`config.mk`:
```
export PLATFORM = sky130hd
export DESIGN_NAME = can_bus_traffic_statistics_top
export DESIGN_NICKNAME = d
export VERILOG_FILES = /design/src/rtl/core/cbts_pkg.sv /design/src/rtl/core/cbts_id_table.sv /design/src/rtl/core/cbts_util_div.sv /design/src/rtl/core/can_bus_traffic_statistics_top.sv
export SDC_FILE = /design/constraint.sdc
export NUM_CORES = 2
export LEC_CHECK = 0
export BUFFER_PORTS_ARGS = -buffer_cell sky130_fd_sc_hd__buf_4
export CORE_ASPECT_RATIO = 0.6
export CORE_MARGIN = 3
export CORE_UTILIZATION = 57
export DETAILED_ROUTE_END_ITERATION = 12
export HOLD_SLACK_MARGIN = 0.03
export PLACE_DENSITY_LB_ADDON = 0.3
export SYNTH_ARGS = -nofsm -noshare
export SYNTH_HDL_FRONTEND = slang
export SYNTH_SLANG_ARGS = --single-unit
```
`constraint.sdc`:
```
create_clock -name clk -period 9 [get_ports clk]
set_clock_uncertainty 0.15 [all_clocks]
set_input_delay 0.45 -clock clk [delete_from_list [all_inputs] [get_ports clk]]
set_output_delay 0.45 -clock clk [all_outputs]
set_load 0.05 [all_outputs]
```
`src/rtl/core/cbts_pkg.sv`:
```
package cbts_pkg;

  localparam int TRACKED_IDS = 32;
  localparam int TBL_AW      = $clog2(TRACKED_IDS);
  localparam int CNT_W       = $clog2(TRACKED_IDS + 1);
  localparam int ID_W        = 29;
  localparam int BAUD_W      = 20;
  localparam int KIND_COUNTS = 5;

  localparam logic [BAUD_W-1:0] BAUD_RESET = 20'd500000;

  // request codes
  localparam logic [1:0] REQ_FRAME  = 2'd0;
  localparam logic [1:0] REQ_STATUS = 2'd1;
  localparam logic [1:0] REQ_TICK   = 2'd2;
  localparam logic [1:0] REQ_LOST   = 2'd3;

  // result codes
  localparam logic [2:0] RES_FRAME   = 3'd0;
  localparam logic [2:0] RES_ERROR   = 3'd1;
  localparam logic [2:0] RES_SUMMARY = 3'd2;
  localparam logic [2:0] RES_RATE    = 3'd3;
  localparam logic [2:0] RES_DROP    = 3'd4;

  // bus states
  localparam logic [1:0] BUS_ACTIVE  = 2'd0;
  localparam logic [1:0] BUS_PASSIVE = 2'd1;
  localparam logic [1:0] BUS_OFF     = 2'd2;

  // error kinds
  localparam logic [2:0] EK_OTHER = 3'd0;
  localparam logic [2:0] EK_STUFF = 3'd1;
  localparam logic [2:0] EK_FORM  = 3'd2;
  localparam logic [2:0] EK_ACK   = 3'd3;
  localparam logic [2:0] EK_CRC   = 3'd4;
  localparam logic [2:0] EK_BIT0  = 3'd5;
  localparam logic [2:0] EK_BIT1  = 3'd6;

  typedef struct packed {
    logic [1:0]      req_type;
    logic [ID_W-1:0] arb_id;
    logic [3:0]      data_len;
    logic            extended;
    logic            protocol_error;
    logic [2:0]      error_kind;
    logic            bus_off_flag;
    logic            passive_flag;
  } in_t;

  typedef struct packed {
    logic [2:0]      result_kind;
    logic            last_item;
    logic [4:0]      table_index;
    logic [ID_W-1:0] id_value;
    logic            id_tracked;
    logic [7:0]      frame_bits;
    logic [31:0]     count_value;
    logic [15:0]     utilization_bp;
    logic [31:0]     error_rate;
    logic [1:0]      bus_state;
  } out_t;

  typedef struct packed {
    logic              key_en;
    logic              cnt_en;
    logic [TBL_AW-1:0] addr;
    logic [ID_W-1:0]   key;
    logic [31:0]       cnt;
  } tbl_wr_t;

  typedef enum logic [3:0] {
    ST_IDLE,
    ST_SCAN,
    ST_FRAME_OUT,
    ST_ERR_OUT,
    ST_DROP_OUT,
    ST_DIV,
    ST_SUM_OUT,
    ST_WALK_RD,
    ST_WALK_OUT
  } state_t;

  typedef enum logic [1:0] {
    DV_IDLE,
    DV_MUL,
    DV_CHK,
    DV_RUN
  } div_state_t;

  // floor((44 or 68 + 8*dlc) * 11 / 10); /10 as *6554 >> 16, exact below 2^14
  function automatic logic [7:0] frame_bits(input logic ext, input logic [3:0] dlc);
    logic [7:0]  raw;
    logic [11:0] x;
    logic [24:0] p;
    raw = (ext ? 8'd68 : 8'd44) + {1'b0, dlc, 3'b000};
    x   = {4'b0000, raw} * 12'd11;
    p   = {13'b0, x} * 25'd6554;
    return p[23:16];
  endfunction

endpackage

```
`src/rtl/core/cbts_id_table.sv`:
```
module cbts_id_table (
  input  logic                    clk,
  input  logic                    rd_en,
  input  logic [cbts_pkg::TBL_AW-1:0] rd_addr,
  input  cbts_pkg::tbl_wr_t       wr,
  output logic [cbts_pkg::ID_W-1:0] rd_key,
  output logic [31:0]             rd_cnt
);
  import cbts_pkg::*;

  logic [ID_W-1:0] keys [TRACKED_IDS];
  logic [31:0]     cnts [TRACKED_IDS];

  always_ff @(posedge clk) begin
    if (wr.key_en) begin
      keys[wr.addr] <= wr.key;
    end
    if (wr.cnt_en) begin
      cnts[wr.addr] <= wr.cnt;
    end
  end

  always_ff @(posedge clk) begin
    if (rd_en) begin
      rd_key <= keys[rd_addr];
      rd_cnt <= cnts[rd_addr];
    end
  end

endmodule

```
`src/rtl/core/cbts_util_div.sv`:
```
module cbts_util_div (
  input  logic                        clk,
  input  logic                        rst,
  input  logic                        start,
  input  logic [31:0]                 bits,
  input  logic [cbts_pkg::BAUD_W-1:0] baud,
  output logic                        done,
  output logic [15:0]                 util
);
  import cbts_pkg::*;

  div_state_t        dstate, dstate_next;
  logic [31:0]       bits_q;
  logic [BAUD_W-1:0] baud_q;
  logic [45:0]       prod;
  logic [BAUD_W:0]   rem;
  logic [15:0]       quo;
  logic [3:0]        step;
  logic [BAUD_W:0]   trial;
  logic              take;
  logic [15:0]       quo_next;
  logic              sat;

  assign trial    = {rem[BAUD_W-1:0], quo[15]};
  assign take     = trial >= {1'b0, baud_q};
  assign quo_next = {quo[14:0], take};
  // quotient cannot fit 16 bits (also covers a zero rate)
  assign sat      = prod >= {10'b0, baud_q, 16'b0};

  always_ff @(posedge clk) begin
    if (rst) begin
      dstate <= DV_IDLE;
    end else begin
      dstate <= dstate_next;
    end
  end

  always_comb begin
    dstate_next = dstate;
    case (dstate)
      DV_IDLE: if (start) dstate_next = DV_MUL;
      DV_MUL:  dstate_next = DV_CHK;
      DV_CHK:  dstate_next = sat ? DV_IDLE : DV_RUN;
      DV_RUN:  if (step == 4'd15) dstate_next = DV_IDLE;
      default: dstate_next = DV_IDLE;
    endcase
  end

  always_ff @(posedge clk) begin
    if (rst) begin
      done <= 1'b0;
    end else begin
      done <= ((dstate == DV_CHK) && sat) || ((dstate == DV_RUN) && (step == 4'd15));
    end
  end

  always_ff @(posedge clk) begin
    case (dstate)
      DV_IDLE: begin
        if (start) begin
          bits_q <= bits;
          baud_q <= baud;
        end
      end
      DV_MUL: begin
        prod <= {14'b0, bits_q} * 46'd10000;
      end
      DV_CHK: begin
        rem  <= {1'b0, prod[35:16]};
        quo  <= prod[15:0];
        step <= 4'd0;
        if (sat) begin
          util <= 16'hFFFF;
        end
      end
      DV_RUN: begin
        rem  <= take ? (trial - {1'b0, baud_q}) : trial;
        quo  <= quo_next;
        step <= step + 4'd1;
        if (step == 4'd15) begin
          util <= quo_next;
        end
      end
      default: begin
      end
    endcase
  end

endmodule

```
`src/rtl/core/can_bus_traffic_statistics_top.sv`:
```
// Channel  Handshake            Payload                Role
// in       in_valid / in_stall  in_data  (in_t)        one request: frame, status, tick, lost
// out      out_valid / out_stall out_data (out_t)      one result item per transfer
// cfg      cfg_wr_en            cfg_wr_data (20 bits)  nominal bit rate
//
// One request at a time. A frame walks the ID table one slot per cycle over the
// table's single read port. A window tick runs the utilization divider (1 bit
// per cycle), then reads, reports and clears each tracked ID in table order.
// Status and lost requests each give a single result item.
// rst is synchronous; it clears control, counters and bus state. Table contents
// are not cleared: only slots below tracked_count are ever read.
// A stalled output holds the sequencer; the output register lets the last
// result of a request wait while the next request is accepted.
module can_bus_traffic_statistics_top (
  input  logic                        clk,
  input  logic                        rst,
  input  logic                        in_valid,
  output logic                        in_stall,
  input  cbts_pkg::in_t               in_data,
  output logic                        out_valid,
  input  logic                        out_stall,
  output cbts_pkg::out_t              out_data,
  input  logic                        cfg_wr_en,
  input  logic [cbts_pkg::BAUD_W-1:0] cfg_wr_data
);
  import cbts_pkg::*;

  state_t state, state_next;

  logic [BAUD_W-1:0] baud_rate;
  in_t               in_q;
  logic              in_acc;

  // window and global counters
  logic [CNT_W-1:0]  tracked_count;
  logic [31:0]       bits_accum;
  logic [31:0]       window_errors;
  logic [31:0]       kind_cnt [KIND_COUNTS];
  logic [31:0]       dropped_total;
  logic [1:0]        state_of_bus;

  // table scan / walk
  logic [CNT_W-1:0]  ptr;
  logic              pend;
  logic [TBL_AW-1:0] pidx;
  logic              tbl_rd_en;
  logic [TBL_AW-1:0] tbl_rd_addr;
  tbl_wr_t           tbl_wr;
  logic [ID_W-1:0]   rd_key;
  logic [31:0]       rd_cnt;
  logic              hit;
  logic              miss;
  logic              room;
  logic              walk_last;

  // per-request results
  logic [TBL_AW-1:0] fr_slot;
  logic              fr_trk;
  logic [31:0]       fr_cnt;
  logic [7:0]        fr_bits;
  logic [31:0]       err_cnt;
  logic [15:0]       util_q;

  // status decode
  logic              ek_valid;
  logic [2:0]        ek_idx;

  // utilization divider
  logic              div_start;
  logic              div_done;
  logic [15:0]       div_util;

  // output stage
  logic              out_free;
  logic              emit_en;
  out_t              emit_res;

  logic [7:0]        fb_now;
  logic [32:0]       bits_sum;

  assign in_stall  = (state != ST_IDLE);
  assign in_acc    = in_valid && !in_stall;
  assign out_free  = !out_valid || !out_stall;
  assign room      = tracked_count < CNT_W'(TRACKED_IDS);
  assign hit       = (state == ST_SCAN) && pend && (rd_key == in_q.arb_id);
  assign miss      = (state == ST_SCAN) && !pend && (ptr >= tracked_count);
  assign walk_last = CNT_W'(ptr + 1'b1) == tracked_count;
  assign fb_now    = frame_bits(in_q.extended, in_q.data_len);
  assign bits_sum  = {1'b0, bits_accum} + {25'b0, fb_now};
  assign div_start = in_acc && (in_data.req_type == REQ_TICK);

  always_comb begin
    ek_valid = 1'b1;
    ek_idx   = 3'd0;
    case (in_data.error_kind)
      EK_STUFF: ek_idx = 3'd0;
      EK_FORM:  ek_idx = 3'd1;
      EK_ACK:   ek_idx = 3'd2;
      EK_CRC:   ek_idx = 3'd3;
      EK_BIT0:  ek_idx = 3'd4;
      EK_BIT1:  ek_idx = 3'd4;
      default:  ek_valid = 1'b0;
    endcase
  end

  cbts_id_table u_table (
    .clk     (clk),
    .rd_en   (tbl_rd_en),
    .rd_addr (tbl_rd_addr),
    .wr      (tbl_wr),
    .rd_key  (rd_key),
    .rd_cnt  (rd_cnt)
  );

  cbts_util_div u_div (
    .clk   (clk),
    .rst   (rst),
    .start (div_start),
    .bits  (bits_accum),
    .baud  (baud_rate),
    .done  (div_done),
    .util  (div_util)
  );

  always_ff @(posedge clk) begin
    if (rst) begin
      state <= ST_IDLE;
    end else begin
      state <= state_next;
    end
  end

  // sequencer: next state, table access, result build
  always_comb begin
    state_next  = state;
    tbl_rd_en   = 1'b0;
    tbl_rd_addr = ptr[TBL_AW-1:0];
    tbl_wr      = '0;
    emit_en     = 1'b0;
    emit_res    = '0;
    emit_res.bus_state = state_of_bus;
    case (state)
      ST_IDLE: begin
        if (in_acc) begin
          case (in_data.req_type)
            REQ_FRAME:  state_next = ST_SCAN;
            REQ_STATUS: state_next = ST_ERR_OUT;
            REQ_TICK:   state_next = ST_DIV;
            REQ_LOST:   state_next = ST_DROP_OUT;
            default:    state_next = ST_IDLE;
          endcase
        end
      end
      ST_SCAN: begin
        if (hit) begin
          tbl_wr.cnt_en = 1'b1;
          tbl_wr.addr   = pidx;
          tbl_wr.cnt    = rd_cnt + 32'd1;
          state_next    = ST_FRAME_OUT;
        end else if (miss) begin
          if (room) begin
            tbl_wr.key_en = 1'b1;
            tbl_wr.cnt_en = 1'b1;
            tbl_wr.addr   = tracked_count[TBL_AW-1:0];
            tbl_wr.key    = in_q.arb_id;
            tbl_wr.cnt    = 32'd1;
          end
          state_next = ST_FRAME_OUT;
        end else begin
          tbl_rd_en = ptr < tracked_count;
        end
      end
      ST_FRAME_OUT: begin
        if (out_free) begin
          emit_en                 = 1'b1;
          emit_res.result_kind    = RES_FRAME;
          emit_res.last_item      = 1'b1;
          emit_res.table_index    = 5'(fr_slot);
          emit_res.id_value       = in_q.arb_id;
          emit_res.id_tracked     = fr_trk;
          emit_res.frame_bits     = fr_bits;
          emit_res.count_value    = fr_cnt;
          state_next              = ST_IDLE;
        end
      end
      ST_ERR_OUT: begin
        if (out_free) begin
          emit_en              = 1'b1;
          emit_res.result_kind = RES_ERROR;
          emit_res.last_item   = 1'b1;
          emit_res.count_value = err_cnt;
          state_next           = ST_IDLE;
        end
      end
      ST_DROP_OUT: begin
        if (out_free) begin
          emit_en              = 1'b1;
          emit_res.result_kind = RES_DROP;
          emit_res.last_item   = 1'b1;
          emit_res.count_value = dropped_total;
          state_next           = ST_IDLE;
        end
      end
      ST_DIV: begin
        if (div_done) begin
          state_next = ST_SUM_OUT;
        end
      end
      ST_SUM_OUT: begin
        if (out_free) begin
          emit_en                 = 1'b1;
          emit_res.result_kind    = RES_SUMMARY;
          emit_res.last_item      = (tracked_count == '0);
          emit_res.utilization_bp = util_q;
          emit_res.error_rate     = window_errors;
          state_next              = (tracked_count == '0) ? ST_IDLE : ST_WALK_RD;
        end
      end
      ST_WALK_RD: begin
        tbl_rd_en  = 1'b1;
        state_next = ST_WALK_OUT;
      end
      ST_WALK_OUT: begin
        if (out_free) begin
          emit_en              = 1'b1;
          emit_res.result_kind = RES_RATE;
          emit_res.last_item   = walk_last;
          emit_res.table_index = 5'(ptr[TBL_AW-1:0]);
          emit_res.id_value    = rd_key;
          emit_res.count_value = rd_cnt;
          tbl_wr.cnt_en        = 1'b1;
          tbl_wr.addr          = ptr[TBL_AW-1:0];
          tbl_wr.cnt           = 32'd0;
          state_next           = walk_last ? ST_IDLE : ST_WALK_RD;
        end
      end
      default: state_next = ST_IDLE;
    endcase
  end

  // control and counters
  always_ff @(posedge clk) begin
    if (rst) begin
      baud_rate     <= BAUD_RESET;
      tracked_count <= '0;
      bits_accum    <= '0;
      window_errors <= '0;
      dropped_total <= '0;
      state_of_bus  <= BUS_ACTIVE;
      pend          <= 1'b0;
      ptr           <= '0;
      for (int k = 0; k < KIND_COUNTS; k++) begin
        kind_cnt[k] <= '0;
      end
    end else begin
      if (cfg_wr_en) begin
        baud_rate <= cfg_wr_data;
      end
      case (state)
        ST_IDLE: begin
          ptr  <= '0;
          pend <= 1'b0;
          if (in_acc && (in_data.req_type == REQ_STATUS)) begin
            state_of_bus <= in_data.bus_off_flag ? BUS_OFF :
                            (in_data.passive_flag ? BUS_PASSIVE : BUS_ACTIVE);
            if (in_data.protocol_error) begin
              window_errors <= window_errors + 32'd1;
              if (ek_valid) begin
                kind_cnt[ek_idx] <= kind_cnt[ek_idx] + 32'd1;
              end
            end
          end
          if (in_acc && (in_data.req_type == REQ_LOST)) begin
            dropped_total <= dropped_total + 32'd1;
          end
        end
        ST_SCAN: begin
          if (hit || miss) begin
            bits_accum <= bits_sum[32] ? 32'hFFFF_FFFF : bits_sum[31:0];
            if (miss && room) begin
              tracked_count <= tracked_count + 1'b1;
            end
          end else begin
            pend <= ptr < tracked_count;
            if (ptr < tracked_count) begin
              ptr <= ptr + 1'b1;
            end
          end
        end
        ST_SUM_OUT: begin
          if (out_free) begin
            bits_accum    <= '0;
            window_errors <= '0;
            ptr           <= '0;
          end
        end
        ST_WALK_OUT: begin
          if (out_free) begin
            ptr <= ptr + 1'b1;
          end
        end
        default: begin
        end
      endcase
    end
  end

  // per-request payload registers
  always_ff @(posedge clk) begin
    if (state == ST_IDLE) begin
      if (in_acc) begin
        in_q <= in_data;
      end
      err_cnt <= (in_data.protocol_error && ek_valid) ? kind_cnt[ek_idx] + 32'd1 : 32'd0;
    end
    if (state == ST_SCAN) begin
      pidx    <= ptr[TBL_AW-1:0];
      fr_bits <= fb_now;
      if (hit) begin
        fr_slot <= pidx;
        fr_trk  <= 1'b1;
        fr_cnt  <= rd_cnt + 32'd1;
      end else if (miss) begin
        fr_slot <= room ? tracked_count[TBL_AW-1:0] : '0;
        fr_trk  <= room;
        fr_cnt  <= room ? 32'd1 : 32'd0;
      end
    end
    if (div_done) begin
      util_q <= div_util;
    end
  end

  // output register
  always_ff @(posedge clk) begin
    if (rst) begin
      out_valid <= 1'b0;
    end else if (emit_en) begin
      out_valid <= 1'b1;
    end else if (!out_stall) begin
      out_valid <= 1'b0;
    end
  end

  always_ff @(posedge clk) begin
    if (emit_en) begin
      out_data <= emit_res;
    end
  end

  assert property (@(posedge clk) disable iff (rst)
    tracked_count <= CNT_W'(TRACKED_IDS))
    else $error("tracked ID count beyond table size");

  assert property (@(posedge clk) disable iff (rst)
    (state == ST_IDLE) |-> !(tbl_wr.cnt_en || tbl_wr.key_en))
    else $error("table written while idle");

  assert property (@(posedge clk) disable iff (rst)
    div_done |-> (state == ST_DIV))
    else $error("divider finished outside a window tick");

  assert property (@(posedge clk) disable iff (rst)
    emit_en |-> out_free)
    else $error("result overwrote a pending transfer");

endmodule
```
==> results.py <==
metrics = {
    "clock_network": {
        "path_clk_slew_ns": 0.06,
        "clock-root-buffer": "clkbuf_16",
        "cts.htree.levels": 4,
        "clockBufferDepth": 4,
        "clock_sinks": 2724,
        "clk-insertion-delay-late_ns": 0.90,
        "cts_tree": "built",
        "numCtsBuffers": 234,
    },
    "finish": {
        "design_area_um2": 130400,
        "fin_nets": 7467,
        "nFillCells": 13420,
        "synthToLayoutAreaGrowth_pct": 12.26,
        "regArea_um2": 80430,
        "drive_above_1_share_pct": 21.43,
        "multi_input_area_um2": 34260,
    },
    "die": {
        "die_h_um": 355.7,
        "std_cell_rows": 127,
        "initial_core_util_pct": 57.74,
        "io_pins": 198,
        "die_x_um": 588.8,
        "die_area_um2": 209400,
        "core-area_um2": 201200,
    },
    "logic_synthesis": {
        "syn_inst": 6613,
        "yosys.area.top_type": "edfxtp_1",
        "synth-seq-cells": 2724,
        "synthTopCellsByCount": "edfxtp_1, mux4_2, nor2_1",
        "avgSynthCellArea_um2": 17.57,
        "ys_seq_area_share_pct": 69.22,
        "synth_top_area_share_pct": 66.82,
        "ys_types": 91,
        "synth-async-reset-ratio_pct": 0,
        "netlist_area_um2": 116200,
        "synth_edf_count": 2585,
        "yosys.cell_count.top_type": "edfxtp_1",
        "synthFlopType": "edfxtp_1",
        "syn_nets": 7061,
        "yosysWarningCount": 0,
        "ys_top_cells_by_area": "edfxtp_1, mux4_2, ha_1, dfxtp_1, fa_1",
    },
    "route": {
        "post_drt_wl_per_cell_um": 31.04,
        "via_count": 64910,
        "drt_wl_total_um": 307600,
        "drt-pass1-iter-count": 8,
        "vias_per_cell": 6.549,
        "detail-route-antenna-nets": 0,
        "drcViolationCount": 0,
        "dr.first_iter.drc_count": 10080,
    },
    "global_route": {
        "grt.total_usage_pct": 29.33,
        "grt_pass1_wl_um": 445000,
        "grt_pass1_vias": 63290,
        "gr-total-overflow": 0,
        "antenna_found_initial": 6,
        "grt_max_degree": 157,
    },
    "placement": {
        "port_buffers": 197,
        "place_area_um2": 121800,
        "place.gp.congestion": 0.8651,
        "dp_hpwl_um": 168700,
    },
    "timing": {
        "fin_crit_ns": 8.647,
        "hold_viol": 0,
        "slew_viol_final": 0,
        "max-slew-margin-rel_pct": 15.06,
        "period_share_pct": 96.08,
        "fmax_mhz": 115.6,
        "setup_violations": 0,
        "tightest_slew_ns": 1.274,
        "rsz0062_at_grt": "true",
        "finalSetupTns_ns": 0,
    },
    "min_path": {
        "hold_path_class": "primary input to flop",
    },
    "setup_path": {
        "startpoint_type": "flop",
        "worstPathArrival_ns": 9.27,
        "cpMostUsedCell": "fa_1",
        "crit_required_ns": 9.62,
        "critical_path_class": "flop to flop",
        "cp_slowest_cell": "fa_1",
        "max_stage_delay_ns": 0.63,
        "worst_setup_path_end_kind": "flop",
        "crit_path_max_fanout": 5,
    },
    "flow_run": {
        "maxCapViolCount": 0,
    },
    "run_status": {
        "status": "finished clean",
    },
}
[critical path, delay by kind of cell, from the launching register on]
family / cells / cell delay (ns)
AO/OA/AOI/OAI: 15 / 2.41
XOR/XNOR: 2 / 0.36
adder cells (fa/ha/maj): 10 / 3.79
buffers and inverters: 7 / 0.74
flip-flops: 1 / 0.42
AND/OR/NAND/NOR: 5 / 0.69
[area by class of cell]
class | count | area share, %
clock buffers | 295 | 4.737
multi-input cells | 3301 | 26.27
diodes | 2 | 0.003838
well taps | 2709 | 2.599
clock inverters | 122 | 0.9067
repair buffers | 482 | 3.014
inverters | 276 | 0.7944
flip-flops and latches | 2724 | 61.67
[cells by family (layout without fill, tap and decap cells)]
kind of cell	count (synthesis)	count (layout)	synth area share, %
AOI/OAI and AO/OA	619	619	3.596
DFF	2724	2724	69.22
xor gates and xnor gates	222	222	1.719
buffers and inverters	588	1175	1.998
adders and majority gates	381	381	4.840
other	0	2	0
muxes	735	735	13.08
and+or+nand+nor	1344	1344	5.550
[path summary, 6_finish.rpt]
| check | end | slack (ns) | depth (start not counted) | start |
|---|---|---|---|---|
| worst max-delay path | bits_accum[16] | 0.35 | 39 | in_q[6] |
| worst min-delay path | window_errors[1] | 0.09 | 4 | in_data[5] |
| worst max register to register | bits_accum[16] | 0.35 | 39 | in_q[6] |
| worst min register to register | util_q[8] | 0.27 | 0 | u_div.util[8] |
[cell usage in the layout (no fill, tap or decap), types with 54 or more instances in the layout]
cell,n
a21oi_1,136
and2_1,54
and3_1,97
buf_4,378
clkbuf_1,54
clkbuf_16,236
dfxtp_1,133
dlygate4sd3_1,98
edfxtp_1,2585
fa_1,113
ha_1,258
inv_1,272
mux2_2,61
mux2i_1,54
mux4_2,620
nand2_1,284
nand3_1,114
nor2_1,450
nor2_4,64
o21ai_0,131
xnor2_1,121
xor2_1,91
[metal layers]
layer  global-route usage, %  part of all wire (%)  vias up
li1                        -                     -    26750
met1                   45.51                    41    33410
met2                   42.64                    45     4290
met3                   6.919                    12      465
met4                   6.861                   2.4        0
met5                       0                     0        -
[per-stage QoR]
| stage | util [%] | worst slack, ns | hold WS (ns) | std cells |
|---|---|---|---|---|
| after CTS | 64.69 | 0.003043 | 0.04352 | 9902 |
| after global routing | 64.82 | -0.04517 | 0.08754 | 9909 |
| after global placement | 60.53 | -0.1808 | 0.2507 | 9386 |
| after detailed placement | 60.53 | -0.2685 | 0.2545 | 9386 |
| final | 64.83 | 0.3527 | 0.09284 | 9911 |
| after floorplan | - | 0.4400 | 0.2503 | 6613 |
[registers in the layout, summed over array words and instances, names as in the netlist, 20 cells and up]
name and cells:
baud_rate 20, bits_accum 32, dropped_total 32, err_cnt 32
fr_cnt 32, in_q 34, kind_cnt 160, out_data 129
u_div.baud_q 20, u_div.bits_q 32, u_div.prod 42, u_div.rem 20
u_table.cnts 1024, u_table.keys 928, u_table.rd_cnt 32, u_table.rd_key 29
window_errors 32
[repair_timing]
item | in CTS | in global routing
pin swaps | 3 | 25
gates resized for setup | 7 | 38
hold buffers | 98 | 0
buffers inserted | 1 | 7
endpoints found under the hold margin | 66 | 0
setup endpoints to repair | 32 | 32
Power is left out: the tool's default activity adds up to more than one toggle a clock period on the data nets, which glitch-free logic cannot reach.
